### src/design/pxrep_pkg.sv
`timescale 1ns / 1ps
// Shared types and constants of the pixel replication upscaler.
// Used by the front, queue, back and top modules; depends on nothing.
package pxrep_pkg;

	localparam int SCALE_W   = 5;
	localparam int WIDTH_W   = 11;
	localparam int CFG_W     = 11;
	localparam int CHAN_W    = 8;
	localparam int PIX_W     = 3 * CHAN_W;
	localparam int PAD_W     = 2;
	localparam int IN_DATA_W = 24;
	localparam int OUT_DATA_W = 32;
	localparam int OUT_USER_W = 2;

	localparam int QUEUE_DEPTH = 4;
	localparam int QPTR_W      = 2;
	localparam int QLVL_W      = 3;

	localparam logic [SCALE_W-1:0] SCALE_RESET = 5'd1;
	localparam logic [WIDTH_W-1:0] WIDTH_RESET = 11'd1;

	localparam logic OP_PIXEL  = 1'b0;
	localparam logic OP_REPLAY = 1'b1;

	localparam logic CFG_SCALE = 1'b0;
	localparam logic CFG_WIDTH = 1'b1;

	// One queued run: a pixel to be sent run_last+1 times.
	typedef struct packed {
		logic [CHAN_W-1:0]  red;
		logic [CHAN_W-1:0]  green;
		logic [CHAN_W-1:0]  blue;
		logic               refused;
		logic               row_end;
		logic [PAD_W-1:0]   pad;
		logic [SCALE_W-1:0] run_last;
	} run_cmd_t;

endpackage

### src/design/pxrep_back.sv
`timescale 1ns / 1ps
// Back part: expands each queued run into output beats through an output register.
// Depends on pxrep_pkg.
module pxrep_back (
	input  logic                                 clk,
	input  logic                                 arst_n,
	input  pxrep_pkg::run_cmd_t                  head,
	input  logic                                 not_empty,
	output logic                                 pop,
	output logic                                 out_valid,
	input  logic                                 out_ready,
	output logic [pxrep_pkg::OUT_DATA_W-1:0]     out_data,
	output logic [pxrep_pkg::OUT_USER_W-1:0]     out_user,
	output logic                                 out_last
);

	pxrep_pkg::run_cmd_t           cur_q;
	logic                          cur_valid_q;
	logic [pxrep_pkg::SCALE_W-1:0] beat_q;
	logic                          out_valid_q;
	logic [pxrep_pkg::OUT_DATA_W-1:0] data_q;
	logic [pxrep_pkg::OUT_USER_W-1:0] user_q;
	logic                          last_q;

	logic                          load;
	logic                          emit;
	pxrep_pkg::run_cmd_t           cmd;
	logic [pxrep_pkg::SCALE_W-1:0] beat;
	logic                          beat_last;

	assign load      = !out_valid_q || out_ready;
	assign pop       = load && !cur_valid_q && not_empty;
	assign emit      = load && (cur_valid_q || not_empty);
	assign cmd       = cur_valid_q ? cur_q : head;
	assign beat      = cur_valid_q ? beat_q : '0;
	assign beat_last = (beat == cmd.run_last);

	always_ff @(posedge clk or negedge arst_n) begin
		if (!arst_n) begin
			cur_valid_q <= 1'b0;
			out_valid_q <= 1'b0;
		end else begin
			if (load) out_valid_q <= emit;
			if (emit) cur_valid_q <= !beat_last;
		end
	end

	always_ff @(posedge clk) begin
		if (pop) cur_q <= head;
		if (emit) begin
			beat_q <= beat + 1'b1;
			data_q <= {{(pxrep_pkg::OUT_DATA_W - pxrep_pkg::PIX_W - pxrep_pkg::PAD_W){1'b0}},
				(beat_last ? cmd.pad : 2'b00), cmd.red, cmd.green, cmd.blue};
			user_q <= {cmd.refused, beat_last && cmd.row_end};
			last_q <= beat_last;
		end
	end

	assign out_valid = out_valid_q;
	assign out_data  = data_q;
	assign out_user  = user_q;
	assign out_last  = last_q;

endmodule

### config.mk
export PLATFORM = sky130hd
export DESIGN_NAME = pxrep_back
export DESIGN_NICKNAME = d
export VERILOG_FILES = /design/src/design/pxrep_pkg.sv /design/src/design/pxrep_back.sv
export SDC_FILE = /design/constraint.sdc
export NUM_CORES = 1
export LEC_CHECK = 0
export BUFFER_PORTS_ARGS = -buffer_cell sky130_fd_sc_hd__buf_4
export CAP_MARGIN = 30
export CORE_MARGIN = 3
export CORE_UTILIZATION = 55
export DETAILED_ROUTE_END_ITERATION = 10
export PLACE_DENSITY = 0.83
export REMOVE_ABC_BUFFERS = 1
export SYNTH_ARGS = -nofsm -noshare
export SYNTH_HDL_FRONTEND = slang
export SYNTH_SLANG_ARGS = --single-unit
### constraint.sdc
create_clock -name clk -period 6.26 [get_ports clk]
set_input_delay 0.313 -clock clk [delete_from_list [all_inputs] [get_ports clk]]
set_output_delay 0.313 -clock clk [all_outputs]
set_load 0.005 [all_outputs]
==> results of run 1 <==
registers in the layout, summed over array words and instances, names as in the netlist:
register	flops
out_valid	1
out_last	1
out_data	26
cur_q	33
cur_valid_q	1
beat_q	5
out_user	2
area by class of cell:
cell class                      count  share of cell area (%)
Tap cell                           65                   2.352
Clock inverter                      6                   1.556
Sequential cell                    69                   59.62
Multi-Input combinational cell     71                   17.40
Timing Repair Buffer               70                   15.27
Inverter                            1                  0.1085
Clock buffer                       10                   3.690
cell usage in the layout, fill, tap and decap left out, drive strengths merged, types with 2 or more instances in the layout:
cell type  count
o22ai          3
clkbuf        10
conb           6
nand3          6
mux2          25
and2           4
nor2           3
dfrtp          2
nand2          3
clkinv         5
edfxtp        67
buf           69
xnor2          8
mux2i          3
routing by layer:
metal	share of wire [%]	GRT usage [%]	vias up
li1	-	-	699
met1	41	22.90	753
met2	49	26.71	80
met3	9.2	8.274	7
met4	0.97	4.529	0
met5	0	0	-
through the flow:
| stage | power, mW | std cells |
|---|---|---|
| after global placement | 0.8907 | 275 |
| after floorplan | 0.7916 | 141 |
| after detailed placement | 0.9068 | 275 |
| after CTS | 1.242 | 292 |
| after global routing | 1.289 | 292 |
| final | 1.232 | 292 |
worst min-delay path by stage:
stage          startpoint                      end  slack (ns)  cells past startpoint
2_1_floorplan      arst_n  cur_valid_q$_DFFE_PN0P_        0.02                      0
3_3_place_gp       arst_n    out_valid$_DFFE_PN0P_         0.1                      1
3_5_place_dp       arst_n  cur_valid_q$_DFFE_PN0P_         0.1                      1
4_1_cts           head[9]       cur_q[9]$_DFFE_PP_        0.15                      1
5_1_grt          head[13]      cur_q[13]$_DFFE_PP_        0.15                      1
6_report          head[9]       cur_q[9]$_DFFE_PP_        0.17                      1
power by group:
group | internal [mW] | switching, mW
combinational | 0.144 | 0.118
clock | 0.180 | 0.155
sequential | 0.601 | 0.0346
total | 0.925 | 0.308
logic make-up (layout without fill, tap and decap cells):
group,Yosys count,after routing,synth area share (%)
flip-flops,69,69,75.98
buffers and inverters,12,87,2.996
XOR/XNOR,8,8,2.859
multiplexers,28,28,11.48
AND/OR/NAND/NOR,22,22,4.519
AO/OA/AOI/OAI,6,6,1.568
other,1,6,0.1382
adder cells (fa/ha/maj),1,1,0.4610
==> impl_metrics.ini, run 1 <==
[detailed_routing]
wire_per_inst_um = 16.94
dr.pass1.iters = 4
antenna_left = 0
drt_wl_total_mm = 4.947
first_iter_violations = 107
dr_total_vias = 1539
viasPerCell = 5.271
route.detailed.drc = 0

[synth]
yosys.area.top_type = edfxtp_1
synth_seq_area_share_pct = 75.98
netlist_top_cells_count = edfxtp_1 (67), mux2_2 (25), buf_4 (9), xnor2_1 (7), nand3_1 (6)
yosysUniqueCellTypes = 25
avgSynthCellArea_sq_um = 18.46
syn-cell-area_sq_mm = 0.002714
yosysMostFrequentCell = edfxtp_1
synthArstFlopShare_pct = 2.899
ys_seq_elements = 69
synth_edf_count = 67
synthCells = 147
yosysTopAreaCellShare_pct = 74.14
synthFlopType = edfxtp_1
netlist_top_cells_area = edfxtp_1 (74%), mux2_2 (10%), buf_4 (2.5%)
yosysWarnings = 0

[layout]
regArea_sq_mm = 0.002062
syn_to_final_growth_pct = 27.43
final_core_util_pct = 75.77
stdcell_area_sq_mm = 0.003458
drive_gt1_share_pct = 49.34
nNetsFinal = 260
fillers = 293
diodes = 0
multi_input_area_sq_um = 601.8

[worst_hold_path]
hp-class = input port to flop

[clocking]
cts_resized = 0
cts_tree = yes
clk_pin_slew_ns = 0.07
h-tree-depth = 3
clk_latency_ns = 0.32
cts-root-buf = clkbuf_8
cts_buffers = 9
clock_sinks = 69
hold_buffers = 1
post_cts_buffers = 0
clock_path_buffers = 2

[global_routing]
grt_pass1_wl_mm = 7.907
grt_overflow_total = 0
grt_max_degree = 44
grt_usage_pct = 17.56
antenna_found_initial = 0
grt_pass1_vias = 1592

[critical_path]
crit_family = buffers and inverters
r2r-end = out_data[8]$_DFFE_PP_
path_depth = 4
r2r_setup_slack_ns = 4.18
worstSetupEndpointType = output pin
criticalPathCategory = flop to output pin
r2r-start = cur_valid_q$_DFFE_PN0P_
cp_data_arrival_time_ns = 1.86
cp_num_buf_inv = 3
cp-start-kind = flop
crit_required_ns = 5.95
r2r_cells = 3
critPathMaxFanout = 43
worstSetupEndpoint = pop
cp_cell_sequence = buf_4, nor3b_2, buf_4, buf_4
cp-startpoint = cur_valid_q$_DFFE_PN0P_
max_stage_delay_ns = 0.43
cp_slowest_cell = buf_4
cpMostUsedCell = buf_4

[timing]
worst_pin_slew_ns = 1.003
max_freq_mhz = 459.2
whs_ns = 0.1686
slew_headroom_pct = 32.96
period_minus_slack_ns = 2.178
skew_ns = 0.004378
fin_ws_ns = 4.082
rsz0062_at_grt = false
slew_viol_final = 0
timing.final.crit_share_pct = 34.79
finalSetupTns_ns = 0
final-hold-violation-count = 0
setup_viol = 0

[die]
die_h_um = 76.25
die-area_sq_mm = 0.005813
start_util_pct = 59.46
io_pins = 74
rows = 24
core_sq_mm = 0.004564
die_w_um = 76.25

[pwr]
power_leakage_nw = 1.329
ir_drop_uv = 198.2
power_density_mw_per_mm2 = 356.3

[placed_design]
place_ws_ns = 4.199
dp_hpwl_mm = 3.311
gp_congestion = 0.7524
io_buffer_count = 67
place_area_sq_mm = 0.003267

[run_status]
status = finished clean

[job]
cap_viol_max_count = 0
Power figures use the tool's default switching activity.
==> run 2, diff against run 1 <==
- CORE_UTILIZATION: 55 -> 46
- PLACE_DENSITY: 0.83 -> 0.74
- clock period: 6.26 -> 1.89 ns (I/O delays scaled with it)
==> impl_metrics.ini, run 2 (synthesis results as in run 1) <==
[job]
cap_viol_max_count = 0

[die]
core_sq_mm = 0.005608
start_util_pct = 48.39
die_h_um = 82.81
die_w_um = 82.81
io_pins = 74
rows = 27
die-area_sq_mm = 0.006858

[layout]
largest_reg_flops = 33
layoutNonFillerInstCount = 335
mostFrequentLayoutCells = buf_4 (70), edfxtp_1 (67), dlygate4sd3_1 (35)
top_register = cur_q
drive_gt1_share_pct = 43.73
syn_to_final_growth_pct = 40.53
fillers = 425
final_core_util_pct = 68.01
final_common_cell = buf_4
diodes = 0
nNetsFinal = 296

[detailed_routing]
wire_per_inst_um = 16.27
wl_met1_mm = 2.092
route.met3.wl_um = 258
dr_wl_met2_mm = 3.027
first_iter_violations = 106
route.detailed.drc = 0
drt_wl_total_mm = 5.452
viasPerCell = 4.893
dr_total_vias = 1639
antenna_left = 0
dr.pass1.iters = 5
top_layer = met4

[critical_path]
cpMostUsedCell = buf_4
cp_data_arrival_time_ns = 1.69
cp_slowest_cell = dfrtp_1
r2r-start = out_valid$_DFFE_PN0P_
cp-startpoint = out_valid$_DFFE_PN0P_
max_stage_delay_ns = 0.39
crit_required_ns = 1.80
worstSetupEndpointType = output pin
cp-start-kind = flop
cp_cell_sequence = nor2b_1, buf_4, nor3b_2, buf_4, buf_4
r2r_cells = 2
criticalPathCategory = flop to output pin
critPathMaxFanout = 18

[clocking]
h-tree-depth = 3
cts-root-buf = clkbuf_8
clk_latency_ns = 0.33
cts_buffers = 9
cts_resized = 0
post_cts_buffers = 0
cts_tree = yes
clk_pin_slew_ns = 0.07
clock_sinks = 69
clock_path_buffers = 2

[timing]
slew_viol_final = 0
setup_viol = 0
worst_pin_slew_ns = 1.008
finalSetupTns_ns = 0
max_freq_mhz = 560.8
timing.final.crit_share_pct = 94.34
skew_ns = 0.006269
period_minus_slack_ns = 1.783
slew_headroom_pct = 32.67
rsz0062_at_grt = false
final-hold-violation-count = 0

[placed_design]
dp_hpwl_mm = 3.372
placed_cells = 284
gp_congestion = 0.6676
io_buffer_count = 67

[global_routing]
grt_pass1_vias = 1875
grt_overflow_total = 0
grt_max_degree = 43
grt_usage_pct = 16.94
grt_pass1_wl_mm = 9.121
antenna_found_initial = 0

[worst_hold_path]
hp-class = input port to async pin

[pwr]
clkPwrFrac_pct = 24.7
power.internal_mw = 3.003
netSwitchingFraction_pct = 25.96
power_leakage_nw = 1.473
comb_power_share_pct = 23.5
finalPower_mw = 4.056
p_sw_mw = 1.053
seq_power_share_pct = 51.8
ir_drop_uv = 752.6
power_density_mw_per_mm2 = 1064

[run_status]
status = finished clean
## run 2: changes by cell type in the layout (fill, tap and decap cells not counted), sizes merged
cell	previous run	this run
buf	69	71
bufinv	1	0
clkbuf	10	11
clkinv	5	4
clkinvlp	0	1
dlygate4sd3	1	35
## run 2: path summary, 6_finish.rpt
kind / to / slack [ns]
setup / recovery: pop / 0.11
max in group asynchronous: cur_valid_q$_DFFE_PN0P_ / 1.71
hold reg to reg: out_data[8]$_DFFE_PP_ / 0.55
setup reg to reg: out_data[14]$_DFFE_PP_ / 0.14
hold / removal: out_valid$_DFFE_PN0P_ / 0.09
min in group clk: cur_valid_q$_DFFE_PN0P_ / 0.29
## run 2: stage by stage
step	setup slack, ns	area, sq um	hold slack, ns
global route	0.01824	3814	0.08960
floorplan	-2.110	2655	-0.2011
global placement	0.1759	3304	-0.1187
CTS	0.09067	3814	0.07387
finish	0.1070	3814	0.08508
detailed placement	0.1259	3304	-0.1199
## run 2: layer usage
layer / track usage [%] / up-vias
met2: 29.52 / 52
met3: 4.167 / 10
met5: 0 / -
li1: - / 769
met4: 6.092 / 0
met1: 20.40 / 808
## run 2: power groups by stage
stage,logic (mW),clock network [mW],registers (mW)
5_1_grt,1.05,1.08,2.13
2_1_floorplan,0.434,0,2.19
3_3_place_gp,0.874,0,2.13
3_5_place_dp,0.909,0,2.14
6_report,0.955,1.00,2.10
4_1_cts,0.971,1.03,2.11
## run 2: timing repair
action,in CTS,in global routing
hold buffers,35,0
endpoints found under the hold margin,36,0
setup endpoints to repair,0,0
## run 2: area by class of cell
cell class	count	area, sq um	share of cell area, %
clock buffers	11	131.4	3.445
clock inverters	5	27.53	0.7218
inverters	1	3.754	0.09843
multi-input cells	71	601.8	15.78
flip-flops and latches	69	2063	54.10
well taps	72	90.09	2.362
repair buffers	106	895.9	23.49
## run 2: critical path: cells and delay by family, from the launching register on
family                 cells  cell delay (ns)
buffers and inverters      3             0.61
and+or+nand+nor            2             0.36
DFF                        1             0.39
==> run 3, diff against run 2 <==
- CORE_UTILIZATION: 46 -> 55
- PLACE_DENSITY: 0.74 -> 0.83
- clock period: 1.89 -> 2.15 ns (I/O delays scaled with it)
==> impl_metrics.ini, run 3 (synthesis results as in run 1) <==
[critical_path]
criticalPathCategory = flop to output pin
cp_data_arrival_time_ns = 1.73
crit_required_ns = 2.04
critPathMaxFanout = 26
worstSetupEndpointType = output pin
cp-start-kind = flop

[detailed_routing]
first_iter_violations = 162
dr_wl_met2_mm = 3.114
dr_total_vias = 1679
dr.pass1.iters = 4
route.met3.wl_um = 405
drt_wl_total_mm = 5.913
viasPerCell = 5.119
wire_per_inst_um = 18.03
top_layer = met4
antenna_left = 0
wl_met1_mm = 2.301
route.detailed.drc = 0

[clocking]
cts_buffers = 9
cts-root-buf = clkbuf_8
clock_sinks = 69
clock_path_buffers = 2
clk_latency_ns = 0.34
cts_resized = 0
cts_tree = yes
h-tree-depth = 3
clk_pin_slew_ns = 0.07

[layout]
largest_reg_flops = 33
syn_to_final_growth_pct = 40.94
fillers = 239
top_register = cur_q
final_common_cell = buf_4
drive_gt1_share_pct = 44.49
nNetsFinal = 297
diodes = 0
mostFrequentLayoutCells = buf_4 (73), edfxtp_1 (67), dlygate4sd3_1 (34)

[die]
rows = 24
core_sq_mm = 0.004564
die_h_um = 76.25
start_util_pct = 59.46
die-area_sq_mm = 0.005813
io_pins = 74
die_w_um = 76.25

[global_routing]
grt_max_degree = 27
grt_usage_pct = 22.16
grt_pass1_wl_mm = 9.646
grt_pass1_vias = 1828
grt_overflow_total = 0
antenna_found_initial = 0

[run_status]
status = finished clean

[pwr]
power_density_mw_per_mm2 = 973.7
power_leakage_nw = 1.480
finalPower_mw = 3.724
ir_drop_uv = 694.0

[placed_design]
io_buffer_count = 67
dp_hpwl_mm = 3.508
gp_congestion = 0.8620

[job]
cap_viol_max_count = 0

[timing]
setup_viol = 0
skew_ns = 0.007903
period_minus_slack_ns = 1.838
slew_viol_final = 0
max_freq_mhz = 544.0
timing.final.crit_share_pct = 85.50
final-hold-violation-count = 0
rsz0062_at_grt = false
whs_ns = 0.02726
finalSetupTns_ns = 0

[worst_hold_path]
hp-class = input port to flop
run 3: through the flow:
step | utilization, % | cells | instance area, sq um | worst slack, ns
final | 83.80 | 328 | 3825 | 0.3118
after global routing | 83.80 | 328 | 3825 | 0.1938
after CTS | 83.80 | 328 | 3825 | 0.2925
after detailed placement | 72.23 | 279 | 3297 | 0.6461
after global placement | 72.23 | 279 | 3297 | 0.7210
after floorplan | - | 141 | 2655 | -1.850
run 3: what timing repair did:
| action | CTS | global route |
|---|---|---|
| setup buffers | 0 | 0 |
| hold buffers | 34 | 0 |
| hold endpoints to repair | 35 | 0 |
run 3: worst max-delay path, stage by stage (launching register included):
cell     delay (ns)
dfrtp_1        0.40
nor2b_1        0.22
nor3b_2        0.22
buf_4          0.36
buf_4          0.18
run 3: routing by layer:
metal | vias to the layer above | GRT usage (%)
li1 | 770 | -
met1 | 822 | 25.53
met2 | 74 | 38.40
met3 | 13 | 7.447
met4 | 0 | 8.152
met5 | - | 0
run 3: area by class of cell:
cell class | instances | area, sq um | area share [%]
sequential | 69 | 2062 | 53.91
multi-input combinational | 71 | 601.8 | 15.73
tap | 65 | 81.33 | 2.126
inverter | 1 | 3.754 | 0.09814
clock inverter | 6 | 63.81 | 1.668
timing repair buffer | 107 | 888.4 | 23.23
clock buffer | 9 | 123.9 | 3.238
run 3: power by group:
| group | total (mW) | internal [mW] | switching [mW] |
|---|---|---|---|
| sequential | 1.86 | 1.75 | 0.112 |
| clock | 1.02 | 0.529 | 0.496 |
| combinational | 0.841 | 0.476 | 0.366 |
| total | 3.72 | 2.75 | 0.974 |
run 3: worst paths after layout:
| kind | from | slack, ns | cells past startpoint | to |
|---|---|---|---|---|
| worst max register to register | out_valid$_DFFE_PN0P_ | 0.60 | 3 | cur_q[15]$_DFFE_PP_ |
| max in group asynchronous | arst_n | 1.94 | 2 | out_valid$_DFFE_PN0P_ |
| worst min-delay path | not_empty | 0.03 | 2 | out_valid$_DFFE_PN0P_ |
| min in group asynchronous | arst_n | 0.11 | 2 | cur_valid_q$_DFFE_PN0P_ |
| worst min register to register | cur_q[14]$_DFFE_PP_ | 0.55 | 1 | out_data[5]$_DFFE_PP_ |
| worst max-delay path | out_valid$_DFFE_PN0P_ | 0.31 | 4 | pop |
