File: src/design/pxrep_pkg.sv
`timescale 1ns / 1ps
// Shared types and constants of the pixel replication upscaler.
// Used by the front, queue, back and top modules; depends on nothing.
package pxrep_pkg;

	localparam int SCALE_W   = 5;
	localparam int WIDTH_W   = 11;
	localparam int CFG_W     = 11;
	localparam int CHAN_W    = 8;
	localparam int PIX_W     = 3 * CHAN_W;
	localparam int PAD_W     = 2;
	localparam int IN_DATA_W = 24;
	localparam int OUT_DATA_W = 32;
	localparam int OUT_USER_W = 2;

	localparam int QUEUE_DEPTH = 4;
	localparam int QPTR_W      = 2;
	localparam int QLVL_W      = 3;

	localparam logic [SCALE_W-1:0] SCALE_RESET = 5'd1;
	localparam logic [WIDTH_W-1:0] WIDTH_RESET = 11'd1;

	localparam logic OP_PIXEL  = 1'b0;
	localparam logic OP_REPLAY = 1'b1;

	localparam logic CFG_SCALE = 1'b0;
	localparam logic CFG_WIDTH = 1'b1;

	// One queued run: a pixel to be sent run_last+1 times.
	typedef struct packed {
		logic [CHAN_W-1:0]  red;
		logic [CHAN_W-1:0]  green;
		logic [CHAN_W-1:0]  blue;
		logic               refused;
		logic               row_end;
		logic [PAD_W-1:0]   pad;
		logic [SCALE_W-1:0] run_last;
	} run_cmd_t;

endpackage

File: src/design/pxrep_queue.sv
`timescale 1ns / 1ps
// Short register queue of run commands between the front and back parts.
// Depends on pxrep_pkg.
module pxrep_queue (
	input  logic                           clk,
	input  logic                           arst_n,
	input  logic                           push,
	input  pxrep_pkg::run_cmd_t            push_cmd,
	input  logic                           pop,
	output pxrep_pkg::run_cmd_t            head,
	output logic                           not_empty,
	output logic [pxrep_pkg::QLVL_W-1:0]   level
);

	pxrep_pkg::run_cmd_t            entry_q [pxrep_pkg::QUEUE_DEPTH];
	logic [pxrep_pkg::QPTR_W-1:0]   wr_ptr_q;
	logic [pxrep_pkg::QPTR_W-1:0]   rd_ptr_q;
	logic [pxrep_pkg::QLVL_W-1:0]   count_q;

	always_ff @(posedge clk or negedge arst_n) begin
		if (!arst_n) begin
			wr_ptr_q <= '0;
			rd_ptr_q <= '0;
			count_q  <= '0;
		end else begin
			if (push) wr_ptr_q <= wr_ptr_q + 1'b1;
			if (pop) rd_ptr_q <= rd_ptr_q + 1'b1;
			unique case ({push, pop})
				2'b10:   count_q <= count_q + 1'b1;
				2'b01:   count_q <= count_q - 1'b1;
				default: count_q <= count_q;
			endcase
		end
	end

	always_ff @(posedge clk) begin
		if (push) entry_q[wr_ptr_q] <= push_cmd;
	end

	assign head      = entry_q[rd_ptr_q];
	assign not_empty = (count_q != '0);
	assign level     = count_q;

endmodule

File: config.mk
export PLATFORM = sky130hd
export DESIGN_NAME = pxrep_queue
export DESIGN_NICKNAME = d
export VERILOG_FILES = /design/src/design/pxrep_pkg.sv /design/src/design/pxrep_queue.sv
export SDC_FILE = /design/constraint.sdc
export NUM_CORES = 1
export LEC_CHECK = 0
export BUFFER_PORTS_ARGS = -buffer_cell sky130_fd_sc_hd__buf_2
export CORE_ASPECT_RATIO = 0.9
export CORE_MARGIN = 1
export CORE_UTILIZATION = 51
export DETAILED_ROUTE_END_ITERATION = 8
export GPL_TIMING_DRIVEN = 0
export PLACE_DENSITY = 0.73
export SYNTH_ARGS = -nofsm -noshare
export SYNTH_HDL_FRONTEND = slang
export SYNTH_SLANG_ARGS = --single-unit
export TNS_END_PERCENT = 1
File: constraint.sdc
create_clock -name clk -period 1.68 [get_ports clk]
set_input_delay 0.252 -clock clk [delete_from_list [all_inputs] [get_ports clk]]
set_output_delay 0.252 -clock clk [all_outputs]
set_load 0.02 [all_outputs]
==> flow_metrics.tcl, run 1 <==
set metrics [dict create \
    drt-pass1-iter-count 4 \
    gp_congestion 0.645 \
    power_density_nw_per_um2 1870 \
    ios 74 \
    grt_pass1_vias 2456 \
    detail-route-antenna-nets 0 \
    skew_ps 8.03 \
    clkSinkCount 139 \
    ys_types 18 \
    p_leak_nw 2.26 \
    worst_hold_slack_ps 58.9 \
    layout.cells.most_common "edfxtp_1" \
    slew_viol_final 0 \
    std_cell_rows 34 \
    die_x_um 108 \
    peakVddDrop_mv 1.19 \
    syn_to_final_growth_pct 22.2 \
    cpMaxStageDelayCell "mux4_2" \
    period_needed_ps 2020 \
    fin_ws_ps -343 \
    finalHoldViolations 0 \
    vias 2284 \
    drv_cap 0 \
    synth_nets 248 \
    via_per_inst 5.23 \
    final_cell_mix "132 x edfxtp_1, 66 x buf_2, 28 x mux4_2" \
    ys_seq_area_share_pct 79.6 \
    status "finished with violations" \
    hold-path-cell-count 1 \
    start_util_pct 53.1 \
    final_nets 342 \
    hold_end "entry_q[2][12]$_DFFE_PP_" \
    final_cell_count_no_fill 437 \
    setup_viol_count_final 33 \
    finalSetupTns_ps -9890 \
    startpoint "rd_ptr_q[0]$_DFFE_PN0P_" \
    grt_pass1_wl_mm 12.6 \
    drcViolationCount 0 \
    worst-r2r-setup-slack_ps 160 \
    synth_area_leader_cell "edfxtp_1" \
    power_frac_comb_pct 32.2 \
    cp.required_ps 1430 \
    cts_root_buffer "clkbuf_16" \
    io_buffers 73 \
    crit_buf_inv 3 \
    dpl.cell_count 404 \
    first_iter_violations 79 \
    internal_power_mw 8.32 \
    drive_gt1_share_pct 46.0 \
    slew-limit-headroom_pct 65.9 \
    rr_worst_depth 3 \
    synth_area_leaders "edfxtp_1 76%, mux4_2 12%, dfrtp_1 3.4%, mux4_1 2.5%, ha_1 1.2%" \
    critical_path_class "reg -> out" \
    clk_pin_slew_worst_paths_ps 60 \
    insertion_delay_ps 410 \
    numCtsBuffers 17 \
    tightestPinTransition_ps 511 \
    post_dp_cell_area_sq_um 5730 \
    syn-instance-count 205 \
    reg2reg_to "entry_q[2][20]$_DFFE_PP_" \
    path_max_fanout 10 \
    fillCellCount 661 \
    grt-ovfl-total 0 \
    cp_top_family "multiplexers" \
    r2r_start "wr_ptr_q[0]$_DFFE_PN0P_" \
    syn_avg_cell_area_sq_um 25.4 \
    fp.coreArea_sq_um 9780 \
    switching_share_pct 30.0 \
    cts_tree "done" \
    avgRoutedWirePerCell_um 18.4 \
    synth_seq_cells 139 \
    power_mw 11.9 \
    die_area_sq_um 10600 \
    cp_data_arrival_time_ps 1770 \
    cts.path.max_buffers 2 \
    ys.warnings.count 0 \
    p_sw_mw 3.57 \
    die_y_um 97.8 \
    hp-start "push_cmd[12]" \
    diodes 0 \
    crit_path_end_kind "output pin" \
    totalWireLength_mm 8.06 \
    critPathLaunchType "flip-flop" \
    antenna_found_initial 0 \
    max_stage_delay_ps 530 \
    grt.total_usage_pct 17.0 \
    hp-class "in -> reg" \
    syn_area_sq_um 5200 \
    path_cells "buf_6 -> buf_12 -> mux4_2 -> buf_2" \
    netlist.area_leader.share_pct 76.3 \
    rsz0062_at_grt "yes" \
    grt_max_degree 34 \
    failed_checks "setup timing" \
    h-tree-depth 4 \
    postLayoutCellArea_sq_um 6350 \
    post-route-period-util_pct 120 \
    pwr-share-seq_pct 39.8 \
    clkPwrFrac_pct 28.0 \
    clock.fmax_mhz 494 \
]
-- worst reg2reg max path, stage by stage (launching register included) --
cell,delay [ps]
dfrtp_1,430
inv_1,100
ha_1,140
and2_4,470
-- sequential cells by signal, indices dropped and copies added, names as in the netlist --
register	cells
rd_ptr_q	2
wr_ptr_q	2
entry_q	132
level	3
-- final cells by class --
type / instances / area (sq um) / share of cell area, %
multi-input combinational: 55 / 966 / 15.2
buffer: 8 / 98.8 / 1.56
clock buffer: 19 / 433 / 6.82
timing repair buffer: 75 / 445 / 7.01
inverter: 3 / 11.3 / 0.177
sequential: 139 / 4140 / 65.2
tap: 126 / 158 / 2.48
clock inverter: 12 / 101 / 1.60
-- kinds of logic after synthesis --
logic type / synth area share (%)
fa+ha+maj: 1.59
flops: 79.6
simple gates: 0.818
xor+xnor: 1.01
mux: 14.9
compound gates: 0.0962
buf+inv: 1.97
-- power by group through the flow --
stage	combinational (mW)	clock, mW	sequential, mW
finish	3.83	3.34	4.73
global route	4.14	3.52	4.79
CTS	3.77	3.39	4.74
detailed placement	3.64	0	4.81
global placement	3.61	0	4.79
floorplan	2.58	0	4.80
-- what timing repair did --
item | in CTS | in global routing
buffers inserted | 1 | 0
hold buffers | 1 | 0
setup endpoints to repair | 165 | 33
resized for setup | 7 | 16
hold endpoints to repair | 7 | 0
-- synthesized netlist by cell type --
master,count
o21ai_0,1
mux2_2,1
nand2_1,2
nor2_1,1
and2_1,4
dfrtp_1,7
buf_12,3
mux4_1,5
edfxtp_1,132
fa_1,1
inv_1,3
buf_6,1
buf_2,4
xnor2_1,3
ha_1,5
mux4_2,28
xor2_1,3
or3_1,1
-- through the flow --
| stage | setup slack [ps] | utilization [%] |
|---|---|---|
| 6_report | -343 | 64.9 |
| 5_1_grt | -390 | 64.9 |
| 4_1_cts | -368 | 64.4 |
| 3_5_place_dp | -121 | 58.5 |
| 3_3_place_gp | -714 | 58.5 |
| 2_1_floorplan | -140 | - |
-- how the worst max path moves through the flow --
| stage | to | slack [ps] | cells past startpoint |
|---|---|---|---|
| floorplan | entry_q[2][0]$_DFFE_PP_ | -140 | 3 |
| global placement | entry_q[2][21]$_DFFE_PP_ | -710 | 3 |
| detailed placement | entry_q[0][16]$_DFFE_PP_ | -120 | 3 |
| CTS | head[8] | -370 | 4 |
| global route | head[8] | -390 | 4 |
| finish | head[8] | -340 | 4 |
-- layer usage --
layer / track usage, % / vias up / routed length, um
li1: - / 1051 / -
met1: 21.9 / 1161 / 3520
met2: 26.2 / 65 / 3990
met3: 5.67 / 7 / 465
met4: 7.80 / 0 / 83
met5: 0 / - / 0
Power figures use the tool's default switching activity.
==> run 2, diff against run 1 <==
ABC_AREA = 1   (was default)
CORE_UTILIZATION = 52   (was 51)
PLACE_DENSITY = 0.74   (was 0.73)
==> flow_metrics.tcl, run 2 <==
set metrics [dict create \
    setup_viol_count_final 33 \
    netlist.area_leader.share_pct 67.0 \
    fillCellCount 807 \
    async_flop_share_pct 5.04 \
    detail-route-antenna-nets 0 \
    cp_data_arrival_time_ps 1640 \
    drt-pass1-iter-count 5 \
    finalHoldViolations 0 \
    grt-ovfl-total 0 \
    critical_path_class "reg -> out" \
    die_x_um 114 \
    grt_pass1_wl_mm 18.2 \
    largest_register "entry_q" \
    worst_hold_slack_ps 53.3 \
    hpwl_mm 6.72 \
    hp-class "in -> reg" \
    finalSetupTns_ps -5330 \
    synth_area_leaders "edfxtp_1 67%, nand2_1 9.3%, o211ai_2 5.7%, inv_1 5.0%, nor2_1 4.1%" \
    power_density_nw_per_um2 2000 \
    die_area_sq_um 11800 \
    ys.warnings.count 0 \
    gp_congestion 0.706 \
    start_util_pct 54.0 \
    slew-limit-headroom_pct 43.8 \
    post-route-period-util_pct 113 \
    dp_slack_ps -361 \
    vias 3676 \
    synth_nets 541 \
    p_sw_mw 5.23 \
    fp.coreArea_sq_um 10900 \
    grt.total_usage_pct 21.8 \
    grt_max_degree 34 \
    power_frac_comb_pct 40.1 \
    syn-instance-count 498 \
    switching_share_pct 35.8 \
    rsz0062_at_grt "yes" \
    io_buffers 72 \
    synth-simple-area-share_pct 13.6 \
    drcViolationCount 0 \
    skew_ps 7.75 \
    final_cell_mix "143 x nand2_1, 132 x edfxtp_1, 73 x inv_1" \
    synth_area_leader_cell "edfxtp_1" \
    path_max_fanout 10 \
    clkPwrFrac_pct 27.1 \
    grt_pass1_vias 3715 \
    largest_reg_flops 132 \
    synth-compound-area-share_pct 6.64 \
    ios 74 \
    drive_gt1_share_pct 26.9 \
    status "finished with violations" \
    synth_seq_cells 139 \
    first_iter_violations 216 \
    cts_root_buffer "clkbuf_16" \
    synthMuxAreaShare_pct 0 \
    critPathLaunchType "flip-flop" \
    pwr-share-seq_pct 32.8 \
    failed_checks "setup timing" \
    drv_cap 0 \
    crit_path_end_kind "output pin" \
    ys_types 18 \
    synthAdderAreaFrac_pct 1.40 \
    clk_pin_slew_worst_paths_ps 60 \
    power_mw 14.6 \
    synthXorXnorAreaFrac_pct 0.592 \
    syn_area_sq_um 5910 \
    synth_edf_count 132 \
    yosysMostFrequentCell "nand2_1" \
    antenna_found_initial 0 \
    final_nets 635 \
    clock.fmax_mhz 529 \
    numCtsBuffers 17 \
    synth_top_family_by_area "simple AND/OR/NAND/NOR gates" \
    totalWireLength_mm 11.8 \
    die_y_um 103 \
    cts.path.max_buffers 2 \
    synthTopCellsByCount "146 x nand2_1, 132 x edfxtp_1, 78 x inv_1" \
    insertion_delay_ps 410 \
    internal_power_mw 9.36 \
    cts_tree "done" \
    ys_seq_area_share_pct 70.0 \
    clkSinkCount 139 \
    syn_to_final_growth_pct 23.6 \
    peakVddDrop_mv 1.69 \
    h-tree-depth 4 \
    slew_viol_final 0 \
    tightestPinTransition_ps 842 \
    synthFlopType "edfxtp_1" \
    cp.required_ps 1430 \
    std_cell_rows 36 \
    avgRoutedWirePerCell_um 15.6 \
    p_leak_nw 3.14 \
    layout.cells.most_common "nand2_1" \
    via_per_inst 4.85 \
    syn_avg_cell_area_sq_um 11.9 \
    period_needed_ps 1890 \
    fin_ws_ps -210 \
]
-- run 2: cell type report --
cell class / count / area, sq um / area share [%]
flip-flops and latches: 139 / 4140 / 56.6
multi-input cells: 258 / 1340 / 18.3
repair buffers: 74 / 450 / 6.16
clock buffers: 19 / 433 / 5.92
inverters: 78 / 302 / 4.12
plain buffers: 23 / 246 / 3.37
clock inverters: 13 / 199 / 2.72
well taps: 152 / 190 / 2.60
repair inverters: 1 / 7.51 / 0.103
diodes: 1 / 2.50 / 0.0342
-- run 2: metal layers --
metal  vias to the layer above  wire (um)  track usage (%)
li1                       1807          -                -
met1                      1747       4760             25.9
met2                       109       6140             38.0
met3                        13        750             6.35
met4                         0        166             8.79
met5                         -          0                0
-- run 2: final timing paths --
check / slack (ps) / cells after the start / end / startpoint
min in group asynchronous: 210 / 2 / rd_ptr_q[1]$_DFFE_PN0P_ / arst_n
max in group asynchronous: 1290 / 2 / wr_ptr_q[0]$_DFFE_PN0P_ / arst_n
setup / recovery: -210 / 6 / head[30] / rd_ptr_q[0]$_DFFE_PN0P_
hold reg to reg: 520 / 1 / wr_ptr_q[0]$_DFFE_PN0P_ / wr_ptr_q[0]$_DFFE_PN0P_
setup reg to reg: 60 / 3 / entry_q[3][4]$_DFFE_PP_ / wr_ptr_q[0]$_DFFE_PN0P_
hold / removal: 50 / 1 / entry_q[0][19]$_DFFE_PP_ / push_cmd[19]
-- run 2: what timing repair did --
action,in CTS,in global routing
resized for setup,36,27
gates cloned,1,0
endpoints found under the hold margin,7,0
pin swaps,4,14
setup endpoints to repair,132,83
setup buffers,0,1
hold buffers,1,0
-- run 2: kinds of logic after synthesis --
kind of cell    count (synthesis)
fa+ha+maj                       6
xor+xnor                        4
flops                         139
buf+inv                       101
compound gates                 35
simple gates                  213
-- run 2: power groups by stage --
stage                     Combinational, mW  Clock (mW)  Sequential [mW]
after floorplan                        3.58           0             4.85
after global placement                 5.11           0             4.84
after detailed placement               5.21           0             4.86
after CTS                              5.63        4.02             4.79
after global routing                   6.42        4.13             4.84
final                                  5.84        3.96             4.79
-- run 2: worst max-delay path, cell delays in order (launching register included) --
cell and delay [ps]:
dfrtp_1 380, buf_6 140, buf_12 150, buf_12 150, o211ai_4 170, nand2_2 100
buf_6 140
-- run 2: through the flow --
stage / instance area (sq um) / utilization [%] / std cells
3_5_place_dp: 6470 / 59.1 / 722
4_1_cts: 7220 / 66.0 / 756
2_1_floorplan: 5920 / - / 498
6_report: 7310 / 66.8 / 758
3_3_place_gp: 6470 / 59.1 / 722
5_1_grt: 7310 / 66.8 / 757
==> run 3, diff against run 2 <==
TNS_END_PERCENT = 50   (was 1)
==> flow_metrics.tcl, run 3 (synthesis results as in run 2) <==
set metrics [dict create \
    status "finished with violations" \
    failed_checks "setup timing" \
    hpwl_mm 6.78 \
    power_mw 14.8 \
    p_leak_nw 3.18 \
    die_area_sq_um 11800 \
    hp-class "in -> reg" \
    finalHoldViolations 0 \
    fp.coreArea_sq_um 10900 \
    avgRoutedWirePerCell_um 15.8 \
    largest_register "entry_q" \
    io_buffers 72 \
    largest_reg_flops 132 \
    multi_input_area_sq_um 1340 \
    path_max_fanout 10 \
    clk_pin_slew_worst_paths_ps 60 \
    dpl.cell_count 722 \
    period_needed_ps 1900 \
    diodes 0 \
    slew_viol_final 0 \
    tightestPinTransition_ps 837 \
    die_x_um 114 \
    cts_root_buffer "clkbuf_16" \
    fin_ws_ps -222 \
    numCtsBuffers 17 \
    final_nets 643 \
    ios 74 \
    h-tree-depth 4 \
    setup_viol_count_final 33 \
    grt_pass1_wl_mm 18.5 \
    drt-pass1-iter-count 4 \
    grt_max_degree 34 \
    worst_hold_slack_ps 38.5 \
    post-route-period-util_pct 113 \
    cts_tree "done" \
    post_dp_cell_area_sq_um 6470 \
    slew-limit-headroom_pct 44.1 \
    grt-ovfl-total 0 \
    path_cells "buf_6 -> buf_12 -> buf_12 -> o211ai_2 -> nand2_1 -> buf_6" \
    drv_cap 0 \
    crit_path_end_kind "output pin" \
    gp_congestion 0.716 \
    dp_slack_ps -362 \
    power_density_nw_per_um2 1990 \
    via_per_inst 4.96 \
    drive_gt1_share_pct 29.0 \
    syn_to_final_growth_pct 25.8 \
    insertion_delay_ps 420 \
    max_stage_delay_ps 370 \
    rsz0062_at_grt "yes" \
    cpMaxStageDelayCell "dfrtp_1" \
    totalWireLength_mm 12.1 \
    critical_path_class "reg -> out" \
    die_y_um 103 \
    postLayoutCellArea_sq_um 7440 \
    fillCellCount 776 \
    final_cell_mix "136 x nand2_1, 132 x edfxtp_1, 73 x inv_1" \
    grt_pass1_vias 3725 \
    cp.required_ps 1430 \
    cts.path.max_buffers 2 \
    drcViolationCount 0 \
    critPathLaunchType "flip-flop" \
    final_cell_count_no_fill 765 \
    clock.fmax_mhz 526 \
    grt.total_usage_pct 22.2 \
    layout.cells.most_common "nand2_1" \
    detail-route-antenna-nets 0 \
    seqCellArea_sq_um 4140 \
    peakVddDrop_mv 1.23 \
    skew_ps 18.8 \
    clkSinkCount 139 \
    first_iter_violations 263 \
    antenna_found_initial 3 \
    vias 3795 \
    start_util_pct 54.0 \
    cp_data_arrival_time_ps 1650 \
    std_cell_rows 36 \
]
[run 3: cell types whose count changed in the layout (fill, tap and decap cells not counted), sizes merged]
cell	delta
diode	-1
clkbuf	-1
bufinv	-2
clkinvlp	+5
buf	+6
[run 3: area by class of cell]
cell class,instances,area share [%]
buffer,23,3.48
timing repair inverter,2,0.202
sequential,139,55.6
clock buffer,17,5.72
inverter,78,4.07
tap,152,2.56
clock inverter,15,2.35
timing repair buffer,81,8.02
multi-input combinational,258,18.0
[run 3: through the flow]
step	TNS [ps]	utilization (%)
after floorplan	-130	-
after detailed placement	-24690	59.1
after global routing	-9130	68.0
after CTS	-6040	67.2
after global placement	-52370	59.1
final	-5570	68.0
[run 3: path summary, 6_finish.rpt]
check | depth (start not counted) | slack (ps) | end | from
setup / recovery | 6 | -220 | head[5] | rd_ptr_q[0]$_DFFE_PN0P_
hold / removal | 1 | 40 | entry_q[0][25]$_DFFE_PP_ | push_cmd[25]
setup reg to reg | 3 | 40 | entry_q[3][15]$_DFFE_PP_ | wr_ptr_q[0]$_DFFE_PN0P_
hold reg to reg | 2 | 510 | level[2]$_DFFE_PN0P_ | level[2]$_DFFE_PN0P_
max in group asynchronous | 2 | 1330 | rd_ptr_q[0]$_DFFE_PN0P_ | arst_n
min in group asynchronous | 2 | 190 | level[1]$_DFFE_PN0P_ | arst_n
[run 3: worst max-delay path: cells and delay by family, from the launching register on]
family / cells / cell delay (ps)
DFF: 1 / 370
and+or+nand+nor: 1 / 120
buffers and inverters: 4 / 580
AOI/OAI and AO/OA: 1 / 150
[run 3: where the power goes]
part | switching (mW) | leakage, nW | internal (mW)
clock | 1.40 | 0.273 | 2.32
sequential | 0.216 | 1.30 | 4.55
combinational | 3.80 | 1.61 | 2.53
total | 5.41 | 3.18 | 9.41
[run 3: what timing repair did]
item,in CTS,in global routing
endpoints found under the setup margin,132,66
resized for setup,58,29
pin swaps,16,16
gates cloned,2,0
hold buffers,1,0
buffers inserted,7,1
endpoints found under the hold margin,7,0
[run 3: per-layer routing]
metal	global-route usage (%)	vias to the layer above	part of all wire, %
met1	25.4	1823	40
met4	10.2	4	1.9
li1	-	1833	-
met5	0	-	0.24
met3	6.88	20	5.9
met2	38.6	115	52
